## src/assert_macros.svh

```systemverilog
// ----------------------------------------------------------------------------
// assert_macros.svh
// assertion helpers used by the field splitter sequencer
// ----------------------------------------------------------------------------
`ifndef ASSERT_MACROS_SVH
`define ASSERT_MACROS_SVH

// clocked property, disabled while reset is high
`define QFS_ASSERT(lbl, clk, rst, prop, msg) \
   lbl: assert property (@(posedge clk) disable iff (rst) prop) else $error(msg);

// clocked property, checked during reset as well
`define QFS_ASSERT_ALWAYS(lbl, clk, prop, msg) \
   lbl: assert property (@(posedge clk) prop) else $error(msg);

`endif

```

## src/qfs_pkg.sv

```systemverilog
// ----------------------------------------------------------------------------
// qfs_pkg
// shared widths and character constants of the quoted field splitter
// ----------------------------------------------------------------------------
package qfs_pkg;

   // character width of requests and responses
   localparam int CHAR_W = 8;

   // default field buffer depth
   localparam int MAX_FIELD_CHARS_DEF = 32;

   // double quote code
   localparam logic [CHAR_W-1:0] QUOTE_CODE = 8'h22;

   // separator after reset (comma)
   localparam logic [CHAR_W-1:0] SEP_RESET = 8'd44;

endpackage

```

## src/qfs_if.sv

```systemverilog
// ----------------------------------------------------------------------------
// qfs_if
// request and response channels of the quoted field splitter
// ----------------------------------------------------------------------------

// request channel: at most one record character per request
interface qfs_req_if import qfs_pkg::*; ();
   logic              valid;
   logic              ready;
   logic [CHAR_W-1:0] char_code;
   logic              carries_char;
   logic              ends_record;

   modport source (output valid, output char_code, output carries_char,
                   output ends_record, input ready);
   modport sink   (input valid, input char_code, input carries_char,
                   input ends_record, output ready);
endinterface

// response channel: at most one field character per response
interface qfs_rsp_if import qfs_pkg::*; ();
   logic              valid;
   logic              ready;
   logic [CHAR_W-1:0] field_char;
   logic              has_char;
   logic              field_end;
   logic              record_end;
   logic              field_truncated;
   logic              quotes_balanced;
   logic              run_last;

   modport source (output valid, output field_char, output has_char,
                   output field_end, output record_end, output field_truncated,
                   output quotes_balanced, output run_last, input ready);
   modport sink   (input valid, input field_char, input has_char,
                   input field_end, input record_end, input field_truncated,
                   input quotes_balanced, input run_last, output ready);
endinterface

```

## src/quoted_field_splitter_core.sv

```systemverilog
// ----------------------------------------------------------------------------
// quoted_field_splitter_core
// splits a character stream into separator-delimited fields with quoting
// ----------------------------------------------------------------------------
// Requests are taken one at a time. A request carrying a character is accepted
// in S_IDLE and, if a character is already held, followed by the quote decision
// for the held character in S_DEC_NEXT. A request that closes a field replays
// that field from the field buffer, each character a buffer read (S_EMIT_RD)
// then a response load (S_EMIT_WR), one empty response (S_EMPTY) for an empty
// field, after a setup step (S_FINAL) for the final field of a record; response
// stalls hold the replay. Replay uses the single read port of the field buffer.
// The buffer needs no clearing pass after reset. The separator register may
// be written only while no request is in progress.
module quoted_field_splitter_core import qfs_pkg::*; #(
   parameter int MAX_FIELD_CHARS = MAX_FIELD_CHARS_DEF
) (
   input  logic              clock,
   input  logic              reset,
   qfs_req_if.sink           req_chan,
   qfs_rsp_if.source         rsp_chan,
   input  logic              csr_wr_en,
   input  logic [CHAR_W-1:0] csr_wr_data
);

   localparam int ADDR_W = (MAX_FIELD_CHARS > 1) ? $clog2(MAX_FIELD_CHARS) : 1;

   logic [CHAR_W-1:0] sep_ff, sep_in;
   logic              mem_wr_en;
   logic [ADDR_W-1:0] mem_wr_addr;
   logic [CHAR_W-1:0] mem_wr_data;
   logic              mem_rd_en;
   logic [ADDR_W-1:0] mem_rd_addr;
   logic [CHAR_W-1:0] mem_rd_data;

   // separator register
   assign sep_in = csr_wr_en ? csr_wr_data : sep_ff;

   always_ff @(posedge clock) begin
      if (reset) begin
         sep_ff <= SEP_RESET;
      end else begin
         sep_ff <= sep_in;
      end
   end

   // sequencer
   qfs_ctrl #(
      .MAX_FIELD_CHARS (MAX_FIELD_CHARS)
   ) u_ctrl (
      .clock       (clock),
      .reset       (reset),
      .sep_char    (sep_ff),
      .req         (req_chan),
      .rsp         (rsp_chan),
      .mem_wr_en   (mem_wr_en),
      .mem_wr_addr (mem_wr_addr),
      .mem_wr_data (mem_wr_data),
      .mem_rd_en   (mem_rd_en),
      .mem_rd_addr (mem_rd_addr),
      .mem_rd_data (mem_rd_data)
   );

   // field buffer
   qfs_field_mem #(
      .DEPTH (MAX_FIELD_CHARS)
   ) u_field_mem (
      .clock   (clock),
      .wr_en   (mem_wr_en),
      .wr_addr (mem_wr_addr),
      .wr_data (mem_wr_data),
      .rd_en   (mem_rd_en),
      .rd_addr (mem_rd_addr),
      .rd_data (mem_rd_data)
   );

endmodule

```

## src/qfs_field_mem.sv

```systemverilog
// ----------------------------------------------------------------------------
// qfs_field_mem
// field character buffer, one write and one registered read port
// ----------------------------------------------------------------------------
module qfs_field_mem import qfs_pkg::*; #(
   parameter int DEPTH = MAX_FIELD_CHARS_DEF
) (
   input  logic                                 clock,
   input  logic                                 wr_en,
   input  logic [((DEPTH > 1) ? $clog2(DEPTH) : 1)-1:0] wr_addr,
   input  logic [CHAR_W-1:0]                    wr_data,
   input  logic                                 rd_en,
   input  logic [((DEPTH > 1) ? $clog2(DEPTH) : 1)-1:0] rd_addr,
   output logic [CHAR_W-1:0]                    rd_data
);

   logic [CHAR_W-1:0] store_ff [DEPTH];
   logic [CHAR_W-1:0] rd_data_ff;

   // write port
   always_ff @(posedge clock) begin
      if (wr_en) begin
         store_ff[wr_addr] <= wr_data;
      end
   end

   // read port, registered, holds between reads
   always_ff @(posedge clock) begin
      if (rd_en) begin
         rd_data_ff <= store_ff[rd_addr];
      end
   end

   assign rd_data = rd_data_ff;

endmodule

```

## src/qfs_ctrl.sv

```systemverilog
// ----------------------------------------------------------------------------
// qfs_ctrl
// quote decision sequencer, field length and trim tracking, field replay
// ----------------------------------------------------------------------------
`include "assert_macros.svh"

module qfs_ctrl import qfs_pkg::*; #(
   parameter int MAX_FIELD_CHARS = MAX_FIELD_CHARS_DEF,
   localparam int LEN_W  = $clog2(MAX_FIELD_CHARS + 1),
   localparam int ADDR_W = (MAX_FIELD_CHARS > 1) ? $clog2(MAX_FIELD_CHARS) : 1
) (
   input  logic              clock,
   input  logic              reset,
   input  logic [CHAR_W-1:0] sep_char,
   qfs_req_if.sink           req,
   qfs_rsp_if.source         rsp,
   output logic              mem_wr_en,
   output logic [ADDR_W-1:0] mem_wr_addr,
   output logic [CHAR_W-1:0] mem_wr_data,
   output logic              mem_rd_en,
   output logic [ADDR_W-1:0] mem_rd_addr,
   input  logic [CHAR_W-1:0] mem_rd_data
);

   typedef enum logic [2:0] {
      S_IDLE,
      S_DEC_NEXT,
      S_DEC_LAST,
      S_FINAL,
      S_EMIT_RD,
      S_EMIT_WR,
      S_EMPTY
   } state_type;

   typedef enum logic [1:0] {
      ACT_NONE,
      ACT_PUT,
      ACT_EMIT
   } action_type;

   // trimmed whitespace codes
   function automatic logic is_space(input logic [CHAR_W-1:0] c);
      return ((c >= 8'd9) && (c <= 8'd13)) || (c == 8'd32) || (c == 8'h85) ||
             (c == 8'hA0);
   endfunction

   state_type         state_ff, state_in;
   logic [CHAR_W-1:0] in_char_ff, in_char_in;
   logic              in_ends_ff, in_ends_in;
   logic [CHAR_W-1:0] pend_ff, pend_in;
   logic              pend_valid_ff, pend_valid_in;
   logic [CHAR_W-1:0] prev_ff, prev_in;
   logic              at_start_ff, at_start_in;
   logic              inside_ff, inside_in;
   logic              skip_ff, skip_in;
   logic              ovf_ff, ovf_in;
   logic [LEN_W-1:0]  len_ff, len_in;
   logic              any_ns_ff, any_ns_in;
   logic [LEN_W-1:0]  lead_ff, lead_in;
   logic [LEN_W-1:0]  tstop_ff, tstop_in;
   logic [LEN_W-1:0]  em_addr_ff, em_addr_in;
   logic [LEN_W-1:0]  em_stop_ff, em_stop_in;
   logic              em_final_ff, em_final_in;

   logic              rsp_valid_ff, rsp_valid_in;
   logic [CHAR_W-1:0] rsp_char_ff, rsp_char_in;
   logic              rsp_has_ff, rsp_has_in;
   logic              rsp_fend_ff, rsp_fend_in;
   logic              rsp_rend_ff, rsp_rend_in;
   logic              rsp_trunc_ff, rsp_trunc_in;
   logic              rsp_bal_ff, rsp_bal_in;
   logic              rsp_last_ff, rsp_last_in;

   logic              slot_free;
   logic              rsp_load;
   logic              field_done;
   logic              dec_apply;
   logic              dec_has_next;
   logic              may_open;
   action_type        dec_act;
   logic              dec_skip;
   logic              dec_inside;
   logic [LEN_W-1:0]  em_next;
   logic              em_fend;

   assign slot_free    = !rsp_valid_ff || rsp.ready;
   assign dec_has_next = (state_ff == S_DEC_NEXT);
   assign may_open     = at_start_ff || (prev_ff == sep_char);
   assign em_next      = em_addr_ff + LEN_W'(1);
   assign em_fend      = (em_next == em_stop_ff);

   // quote decision for the pending character, lookahead is the new character
   always_comb begin
      dec_act    = ACT_NONE;
      dec_skip   = 1'b0;
      dec_inside = inside_ff;
      priority if (skip_ff) begin
         dec_act = ACT_NONE;
      end else if (pend_ff == QUOTE_CODE) begin
         priority if (may_open && !inside_ff) begin
            dec_inside = 1'b1;
         end else if ((!dec_has_next || (in_char_ff == sep_char)) && inside_ff) begin
            dec_inside = 1'b0;
         end else if (dec_has_next && (in_char_ff == QUOTE_CODE)) begin
            dec_act  = ACT_PUT;
            dec_skip = 1'b1;
         end else begin
            dec_act = ACT_PUT;
         end
      end else if (!inside_ff && (pend_ff == sep_char)) begin
         dec_act = ACT_EMIT;
      end else begin
         dec_act = ACT_PUT;
      end
   end

   // sequencer next state
   always_comb begin
      state_in      = state_ff;
      in_char_in    = in_char_ff;
      in_ends_in    = in_ends_ff;
      pend_in       = pend_ff;
      pend_valid_in = pend_valid_ff;
      prev_in       = prev_ff;
      at_start_in   = at_start_ff;
      inside_in     = inside_ff;
      skip_in       = skip_ff;
      ovf_in        = ovf_ff;
      len_in        = len_ff;
      any_ns_in     = any_ns_ff;
      lead_in       = lead_ff;
      tstop_in      = tstop_ff;
      em_addr_in    = em_addr_ff;
      em_stop_in    = em_stop_ff;
      em_final_in   = em_final_ff;

      rsp_valid_in  = rsp_valid_ff && !rsp.ready;
      rsp_char_in   = rsp_char_ff;
      rsp_has_in    = rsp_has_ff;
      rsp_fend_in   = rsp_fend_ff;
      rsp_rend_in   = rsp_rend_ff;
      rsp_trunc_in  = rsp_trunc_ff;
      rsp_bal_in    = rsp_bal_ff;
      rsp_last_in   = rsp_last_ff;

      mem_wr_en     = 1'b0;
      mem_wr_addr   = len_ff[ADDR_W-1:0];
      mem_wr_data   = pend_ff;
      mem_rd_en     = 1'b0;
      mem_rd_addr   = em_addr_ff[ADDR_W-1:0];
      rsp_load      = 1'b0;
      field_done    = 1'b0;
      dec_apply     = 1'b0;

      unique case (state_ff)
         S_IDLE: begin
            if (req.valid) begin
               in_char_in = req.char_code;
               in_ends_in = req.ends_record;
               if (req.carries_char) begin
                  if (pend_valid_ff) begin
                     state_in = S_DEC_NEXT;
                  end else begin
                     pend_in       = req.char_code;
                     pend_valid_in = 1'b1;
                     state_in      = req.ends_record ? S_DEC_LAST : S_IDLE;
                  end
               end else if (req.ends_record) begin
                  state_in = pend_valid_ff ? S_DEC_LAST : S_FINAL;
               end
            end
         end
         S_DEC_NEXT: begin
            dec_apply = 1'b1;
            pend_in   = in_char_ff;
            state_in  = in_ends_ff ? S_DEC_LAST : S_IDLE;
         end
         S_DEC_LAST: begin
            dec_apply     = 1'b1;
            pend_valid_in = 1'b0;
            state_in      = S_FINAL;
         end
         S_FINAL: begin
            // final field replays only the span between trimmed whitespace
            em_final_in = 1'b1;
            if (any_ns_ff) begin
               em_addr_in = lead_ff;
               em_stop_in = tstop_ff;
               state_in   = S_EMIT_RD;
            end else begin
               state_in   = S_EMPTY;
            end
         end
         S_EMIT_RD: begin
            mem_rd_en = 1'b1;
            state_in  = S_EMIT_WR;
         end
         S_EMIT_WR: begin
            if (slot_free) begin
               rsp_load     = 1'b1;
               rsp_valid_in = 1'b1;
               rsp_char_in  = mem_rd_data;
               rsp_has_in   = 1'b1;
               rsp_fend_in  = em_fend;
               rsp_rend_in  = em_final_ff && em_fend;
               rsp_trunc_in = ovf_ff;
               rsp_bal_in   = em_final_ff && em_fend && !inside_ff;
               rsp_last_in  = em_fend && (em_final_ff || !in_ends_ff);
               if (em_fend) begin
                  field_done = 1'b1;
               end else begin
                  em_addr_in = em_next;
                  state_in   = S_EMIT_RD;
               end
            end
         end
         S_EMPTY: begin
            if (slot_free) begin
               rsp_load     = 1'b1;
               rsp_valid_in = 1'b1;
               rsp_char_in  = '0;
               rsp_has_in   = 1'b0;
               rsp_fend_in  = 1'b1;
               rsp_rend_in  = em_final_ff;
               rsp_trunc_in = ovf_ff;
               rsp_bal_in   = em_final_ff && !inside_ff;
               rsp_last_in  = em_final_ff || !in_ends_ff;
               field_done   = 1'b1;
            end
         end
         default: begin
            state_in = S_IDLE;
         end
      endcase

      // apply the quote decision
      if (dec_apply) begin
         skip_in     = dec_skip;
         inside_in   = dec_inside;
         prev_in     = pend_ff;
         at_start_in = 1'b0;
         unique case (dec_act)
            ACT_PUT: begin
               if (len_ff < LEN_W'(MAX_FIELD_CHARS)) begin
                  mem_wr_en = 1'b1;
                  len_in    = len_ff + LEN_W'(1);
                  if (!is_space(pend_ff)) begin
                     if (!any_ns_ff) begin
                        lead_in = len_ff;
                     end
                     any_ns_in = 1'b1;
                     tstop_in  = len_ff + LEN_W'(1);
                  end
               end else begin
                  ovf_in = 1'b1;
               end
            end
            ACT_EMIT: begin
               em_final_in = 1'b0;
               if (len_ff == '0) begin
                  state_in   = S_EMPTY;
               end else begin
                  em_addr_in = '0;
                  em_stop_in = len_ff;
                  state_in   = S_EMIT_RD;
               end
            end
            ACT_NONE: begin
               skip_in = dec_skip;
            end
            default: begin
               skip_in = dec_skip;
            end
         endcase
      end

      // field replay finished: reset the field tracking, pick up the rest of the request
      if (field_done) begin
         len_in    = '0;
         ovf_in    = 1'b0;
         any_ns_in = 1'b0;
         lead_in   = '0;
         tstop_in  = '0;
         if (em_final_ff) begin
            pend_in       = '0;
            pend_valid_in = 1'b0;
            prev_in       = '0;
            at_start_in   = 1'b1;
            inside_in     = 1'b0;
            skip_in       = 1'b0;
            state_in      = S_IDLE;
         end else if (!in_ends_ff) begin
            state_in = S_IDLE;
         end else begin
            state_in = pend_valid_ff ? S_DEC_LAST : S_FINAL;
         end
      end
   end

   // state and registered outputs
   always_ff @(posedge clock) begin
      if (reset) begin
         state_ff      <= S_IDLE;
         pend_ff       <= '0;
         pend_valid_ff <= 1'b0;
         prev_ff       <= '0;
         at_start_ff   <= 1'b1;
         inside_ff     <= 1'b0;
         skip_ff       <= 1'b0;
         ovf_ff        <= 1'b0;
         len_ff        <= '0;
         any_ns_ff     <= 1'b0;
         lead_ff       <= '0;
         tstop_ff      <= '0;
         rsp_valid_ff  <= 1'b0;
      end else begin
         state_ff      <= state_in;
         pend_ff       <= pend_in;
         pend_valid_ff <= pend_valid_in;
         prev_ff       <= prev_in;
         at_start_ff   <= at_start_in;
         inside_ff     <= inside_in;
         skip_ff       <= skip_in;
         ovf_ff        <= ovf_in;
         len_ff        <= len_in;
         any_ns_ff     <= any_ns_in;
         lead_ff       <= lead_in;
         tstop_ff      <= tstop_in;
         rsp_valid_ff  <= rsp_valid_in;
      end
      in_char_ff   <= in_char_in;
      in_ends_ff   <= in_ends_in;
      em_addr_ff   <= em_addr_in;
      em_stop_ff   <= em_stop_in;
      em_final_ff  <= em_final_in;
      rsp_char_ff  <= rsp_char_in;
      rsp_has_ff   <= rsp_has_in;
      rsp_fend_ff  <= rsp_fend_in;
      rsp_rend_ff  <= rsp_rend_in;
      rsp_trunc_ff <= rsp_trunc_in;
      rsp_bal_ff   <= rsp_bal_in;
      rsp_last_ff  <= rsp_last_in;
   end

   // channel ports
   assign req.ready           = (state_ff == S_IDLE);
   assign rsp.valid           = rsp_valid_ff;
   assign rsp.field_char      = rsp_char_ff;
   assign rsp.has_char        = rsp_has_ff;
   assign rsp.field_end       = rsp_fend_ff;
   assign rsp.record_end      = rsp_rend_ff;
   assign rsp.field_truncated = rsp_trunc_ff;
   assign rsp.quotes_balanced = rsp_bal_ff;
   assign rsp.run_last        = rsp_last_ff;

   // checks
   `QFS_ASSERT(a_load_slot_free, clock, reset, rsp_load |-> (!rsp_valid_ff || rsp.ready), "response overwritten while stalled")
   `QFS_ASSERT(a_rd_in_range, clock, reset, (state_ff == S_EMIT_RD) |-> (em_addr_ff < em_stop_ff), "replay address past field end")
   `QFS_ASSERT(a_lookahead_pending, clock, reset, (state_ff == S_DEC_NEXT) |-> pend_valid_ff, "lookahead decision without pending character")
   `QFS_ASSERT(a_record_cleared, clock, reset, (field_done && em_final_ff) |=> (at_start_ff && !pend_valid_ff && (len_ff == '0)), "record state not cleared after final field")
   `QFS_ASSERT(a_rend_is_last, clock, reset, (rsp_valid_ff && rsp_rend_ff) |-> (rsp_last_ff && rsp_fend_ff), "record end not on last response")

endmodule

```

## src/flat_wrapper.sv

```systemverilog
// flat-port wrapper written by rule: the top's interface ports become plain ports
module quoted_field_splitter_core_flat import qfs_pkg::*;
#(
   parameter int MAX_FIELD_CHARS = MAX_FIELD_CHARS_DEF
)
  (clock, reset, csr_wr_en, csr_wr_data, req_chan_valid, req_chan_char_code, req_chan_carries_char, req_chan_ends_record, req_chan_ready, rsp_chan_valid, rsp_chan_field_char, rsp_chan_has_char, rsp_chan_field_end, rsp_chan_record_end, rsp_chan_field_truncated, rsp_chan_quotes_balanced, rsp_chan_run_last, rsp_chan_ready);
  qfs_req_if req_chan_i ();
  qfs_rsp_if rsp_chan_i ();
  input  logic clock;
  input  logic reset;
  input  logic csr_wr_en;
  input  logic [CHAR_W-1:0] csr_wr_data;
  input wire logic [$bits(req_chan_i.valid)-1:0] req_chan_valid;
  input wire logic [$bits(req_chan_i.char_code)-1:0] req_chan_char_code;
  input wire logic [$bits(req_chan_i.carries_char)-1:0] req_chan_carries_char;
  input wire logic [$bits(req_chan_i.ends_record)-1:0] req_chan_ends_record;
  output wire logic [$bits(req_chan_i.ready)-1:0] req_chan_ready;
  output wire logic [$bits(rsp_chan_i.valid)-1:0] rsp_chan_valid;
  output wire logic [$bits(rsp_chan_i.field_char)-1:0] rsp_chan_field_char;
  output wire logic [$bits(rsp_chan_i.has_char)-1:0] rsp_chan_has_char;
  output wire logic [$bits(rsp_chan_i.field_end)-1:0] rsp_chan_field_end;
  output wire logic [$bits(rsp_chan_i.record_end)-1:0] rsp_chan_record_end;
  output wire logic [$bits(rsp_chan_i.field_truncated)-1:0] rsp_chan_field_truncated;
  output wire logic [$bits(rsp_chan_i.quotes_balanced)-1:0] rsp_chan_quotes_balanced;
  output wire logic [$bits(rsp_chan_i.run_last)-1:0] rsp_chan_run_last;
  input wire logic [$bits(rsp_chan_i.ready)-1:0] rsp_chan_ready;
  assign req_chan_i.valid = req_chan_valid;
  assign req_chan_i.char_code = req_chan_char_code;
  assign req_chan_i.carries_char = req_chan_carries_char;
  assign req_chan_i.ends_record = req_chan_ends_record;
  assign req_chan_ready = req_chan_i.ready;
  assign rsp_chan_valid = rsp_chan_i.valid;
  assign rsp_chan_field_char = rsp_chan_i.field_char;
  assign rsp_chan_has_char = rsp_chan_i.has_char;
  assign rsp_chan_field_end = rsp_chan_i.field_end;
  assign rsp_chan_record_end = rsp_chan_i.record_end;
  assign rsp_chan_field_truncated = rsp_chan_i.field_truncated;
  assign rsp_chan_quotes_balanced = rsp_chan_i.quotes_balanced;
  assign rsp_chan_run_last = rsp_chan_i.run_last;
  assign rsp_chan_i.ready = rsp_chan_ready;
  quoted_field_splitter_core #(.MAX_FIELD_CHARS(MAX_FIELD_CHARS)) u_core (.clock(clock), .reset(reset), .req_chan(req_chan_i), .rsp_chan(rsp_chan_i), .csr_wr_en(csr_wr_en), .csr_wr_data(csr_wr_data));
endmodule
```

## config.mk

```make
export PLATFORM = sky130hd
export DESIGN_NAME = quoted_field_splitter_core_flat
export DESIGN_NICKNAME = d
export VERILOG_FILES = /design/src/qfs_pkg.sv /design/src/qfs_if.sv /design/src/quoted_field_splitter_core.sv /design/src/qfs_field_mem.sv /design/src/qfs_ctrl.sv /design/src/flat_wrapper.sv
export VERILOG_INCLUDE_DIRS = /design/src /design/src/src
export SDC_FILE = /design/constraint.sdc
export NUM_CORES = 1
export LEC_CHECK = 0
export BUFFER_PORTS_ARGS = -buffer_cell sky130_fd_sc_hd__buf_4
export CORE_ASPECT_RATIO = 1.5
export CORE_UTILIZATION = 67
export DETAILED_ROUTE_END_ITERATION = 8
export PLACE_DENSITY = 0.95
export SYNTH_ARGS = -nofsm -noshare
export SYNTH_HDL_FRONTEND = slang
export SYNTH_SLANG_ARGS = --single-unit
```

## constraint.sdc

```tcl
create_clock -name clock -period 3.9 [get_ports clock]
set_input_delay 0.39 -clock clock [delete_from_list [all_inputs] [get_ports clock]]
set_output_delay 0.39 -clock clock [all_outputs]
set_load 0.02 [all_outputs]
```

==> results list <==
- The final critical path takes up 84.6% of the cycle.
- Summing all multi-input logic gate instances after layout gives 4340 sq um.
- Slowest Stage Delay on Critical Path: about 0.58 ns
- Among all flip-flop cells after synthesis, the most frequent one is sky130_fd_sc_hd__edfxtp_1.
- In the synthesized netlist the async set-or-reset flop fraction comes to 0%.
- Number of cell rows: 65
- Proportion of synthesized chip area in sequential cells: a little under 70%
- Data required time at the worst endpoint: 4.10 ns
* Largest fanout of any net on the critical path: 17
* Number of buffers inserted by hold repair at cts: 0
* Most frequent cell on the critical path: sky130_fd_sc_hd__buf_4
- The slowest stage of the critical path belongs to the cell sky130_fd_sc_hd__dfxtp_1.
- Total power divided by cell area: 594 nW/um^2
- The worst path meets setup with 0.601 ns of slack.
* Worst slew slack as a fraction of its limit: roughly a third
- The die is roughly 120 um wide.
- Summing all flip-flop and latch instances after layout gives approximately 10000 sq um.
- Averaged over all synthesized cells, the footprint is 16.8 sq um.
- Critical Path AT: ~3.5 ns
* Portion of synthesized cell area occupied by the leading cell type: around three fifths
- WS Path Type: flip-flop to flip-flop
- Timing would allow up to 0.303 GHz.
* Number of vias in the routed layout: between 8k and 9k
* Transition at the pin with the smallest max-transition slack: 0.981 ns
- Nets: 942
- Via count of the first global-routing pass: about 8.7k
* Synthesized Nets: about 900
* Total of fill cells in the finished design: 1,102
* Global-route wire length before repair: 52.5 mm
* Ratio of cells with drive above 1 in the final layout: a little under a quarter
* Top post-synthesis cells by area: sky130_fd_sc_hd__edfxtp_1 (59%), sky130_fd_sc_hd__mux4_2 (12%), sky130_fd_sc_hd__dfxtp_1 (8.9%)
- Clock-pin slew was measured on the worst setup and hold paths at 0.07 ns.
* Total of flip-flops plus latches after synthesis: 352
* Initial antenna violation count: 0
* Yosys warning total: 0
- Cell breakdown of the critical path: nor2b_1 -> and2b_2 -> a21boi_1 -> a211oi_2 -> buf_4 -> nor2_2 -> buf_4 -> and3_1
* Max Slew Vio Count: 0
* Startpoint type of the worst setup path: flip-flop
* Leading cell type in the layout, fill and taps excluded: sky130_fd_sc_hd__edfxtp_1
- H-tree depth reported by CTS: 1
* Routed Antenna Nets: 0
- OpenSTA, run right after detailed placement, puts the worst setup slack at between 0.8 and 0.9 ns.
- Setup fix buffers added after clock tree synthesis: 0
- Setup_tns: 0 ns
* Initial standard-cell utilization of the core: just under 70%
* Commonest cells after routing, fill and taps aside: sky130_fd_sc_hd__edfxtp_1 (287), sky130_fd_sc_hd__mux4_2 (80), sky130_fd_sc_hd__nand2_1 (70), sky130_fd_sc_hd__dfxtp_1 (63), sky130_fd_sc_hd__buf_4 (59)
- Deepest clock path buffer count: 3
- Cell Area, Synth: between 10,000 and 15,000 sq um
* Drc violations: 0
- For this run, the detailed router's first-pass iteration total came to 5.
* Period minus WS final: around 3.3 ns
- Placeable core area: between 20,000 and 25,000 sq um
- Insertion delay of the later-clocked pin in the worst-skew pair: 0.56 ns
- Average routed wire per standard cell: ~29 um
- Final hold viol count: 0
* DIE AREA: 22,300 sq um
- For this design, the sink count on the clock tree is 352.
- After legalization and detailed placement, the total HPWL measured approximately 21 mm.
- Across all hold checks on the routed design, the worst slack comes to 0.0337 ns.
* Layout Skew: 0.0210 ns
- Vertical extent of the die: ~180 um
* TritonCTS clock tree: yes
- The run finished with clean final reports.
- RSZ-0062 raised after global routing: false
- Across the VDD grid, the largest voltage drop is 0.470 mV.
* Max Cap Viol: 0
- Gates resized during post-CTS repair numbered 0.
- Core utilization of the finished layout: between 70% and 80%
* Final routed wirelength across all metal layers: 34.7 mm
- Synthesis handed over a netlist of about 870 instances.
* Vias per inst: 7.00
* Unique cell type count in the Yosys netlist: about 70
* Element type at the critical path end: flip-flop
* Class of the worst hold path: input port to flip-flop
- Root buffer selected by CTS: sky130_fd_sc_hd__clkbuf_16
- Largest net degree at the start of global routing: 67
- The largest total area in the synthesized netlist belongs to sky130_fd_sc_hd__edfxtp_1.
* Count of final setup violators: 0
* Total leakage power: 5.66 nW
- Total GRT Usage: between 30% and 40%
- Counting the buffers created by CTS gives 30.
- Number of top-level pins: 39
* Layout-stage area growth over the synthesis result: 11.2%
- The congestion estimate from routability-driven global placement came to around 0.93.
* Initial DRC count: 1,027
- Counting flops with a built-in enable in the synthesized netlist gives 287.
- Overflow left after global routing: 0
- Port buffer count: 38
==> area by class of cell <==
| cell class | count | area share (%) |
|---|---|---|
| Sequential cell | 352 | 61.4 |
| Multi-Input combinational cell | 462 | 26.9 |
| Clock buffer | 37 | 5.18 |
| Timing Repair Buffer | 60 | 2.86 |
| Tap cell | 268 | 2.07 |
| Clock inverter | 19 | 1.48 |
| Inverter | 8 | 0.186 |
| Antenna cell | 1 | 0.0155 |
==> final timing paths <==
kind / start / to / slack (ns) / cells after the start
worst max-delay path: u_core.u_ctrl.state_ff[0] / u_core.u_field_mem.store_ff[25][1] / 0.60 / 8
worst min-delay path: req_chan_char_code[0] / u_core.u_ctrl.in_char_ff[0] / 0.03 / 1
worst max register to register: u_core.u_ctrl.state_ff[0] / u_core.u_field_mem.store_ff[25][1] / 0.60 / 8
worst min register to register: u_core.u_ctrl.ovf_ff / u_core.u_ctrl.rsp.field_truncated / 0.45 / 0
==> power breakdown <==
group | switching [mW] | internal (mW)
Combinational | 1.06 | 0.939
Clock | 1.36 | 1.87
Sequential | 0.139 | 4.25
==> cells in the mapped netlist (7+ instances only) <==
master                     count
sky130_fd_sc_hd__nand2b_1      7
sky130_fd_sc_hd__nor3_1        9
sky130_fd_sc_hd__dfxtp_1      65
sky130_fd_sc_hd__nor2_1       31
sky130_fd_sc_hd__buf_2        11
sky130_fd_sc_hd__nand3_1      11
sky130_fd_sc_hd__and2_1       19
sky130_fd_sc_hd__buf_4         7
sky130_fd_sc_hd__mux2i_1      34
sky130_fd_sc_hd__o21ai_0      13
sky130_fd_sc_hd__inv_1         8
sky130_fd_sc_hd__and3_1       27
sky130_fd_sc_hd__a21oi_1      23
sky130_fd_sc_hd__xnor2_1       7
sky130_fd_sc_hd__a22oi_1       9
sky130_fd_sc_hd__nand2_1      70
sky130_fd_sc_hd__clkbuf_1     17
sky130_fd_sc_hd__xor2_1       30
sky130_fd_sc_hd__mux4_2       80
sky130_fd_sc_hd__nor4_1        7
sky130_fd_sc_hd__nor2b_1       7
sky130_fd_sc_hd__edfxtp_1    287
==> critical path: cells and delay by family (launching register included) <==
kind,cells,cell delay [ns]
simple gates,4,1.40
flops,1,0.58
buf+inv,2,0.52
compound gates,2,0.40
==> state kept, by name, summed over array words and instances, names as in the netlist, 3 cells and up <==
register and cells:
u_core.u_ctrl.rsp.field_char 8, u_core.u_ctrl.len_ff 6, u_core.u_ctrl.in_char_ff 8, u_core.sep_ff 8, u_core.u_field_mem.rd_data 8, u_core.u_ctrl.em_stop_ff 6, u_core.u_ctrl.mem_wr_data 8, u_core.u_ctrl.em_addr_ff 6
u_core.u_ctrl.prev_ff 8, u_core.u_ctrl.tstop_ff 6, u_core.u_field_mem.store_ff 256, u_core.u_ctrl.lead_ff 6, u_core.u_ctrl.state_ff 3
==> logic make-up after synthesis <==
| family | count (synthesis) | synth area share (%) |
|---|---|---|
| multiplexers | 115 | 14.8 |
| adder cells (fa/ha/maj) | 5 | 0.430 |
| flip-flops | 352 | 68.2 |
| AO/OA/AOI/OAI | 82 | 3.86 |
| XOR/XNOR | 38 | 2.34 |
| AND/OR/NAND/NOR | 222 | 8.39 |
| buffers and inverters | 54 | 2.00 |
==> per-stage QoR <==
| stage | cells | area [sq um] | total power [mW] |
|---|---|---|---|
| 2_1_floorplan | 868 | 14500 | 5.87 |
| 3_3_place_gp | 1150 | 15100 | 6.33 |
| 3_5_place_dp | 1150 | 15100 | 6.41 |
| 4_1_cts | 1206 | 16200 | 9.61 |
| 5_1_grt | 1206 | 16200 | 9.86 |
| 6_report | 1207 | 16200 | 9.62 |
==> per-layer routing <==
metal | part of all wire [%] | up-vias | GRT usage (%)
li1 | - | 3483 | -
met1 | 34 | 4210 | 40.6
met2 | 52 | 616 | 56.4
met3 | 8.5 | 142 | 4.59
met4 | 5.4 | 0 | 15.9
met5 | 0 | - | 0
No activity file was read; power rests on OpenSTA's default activity.
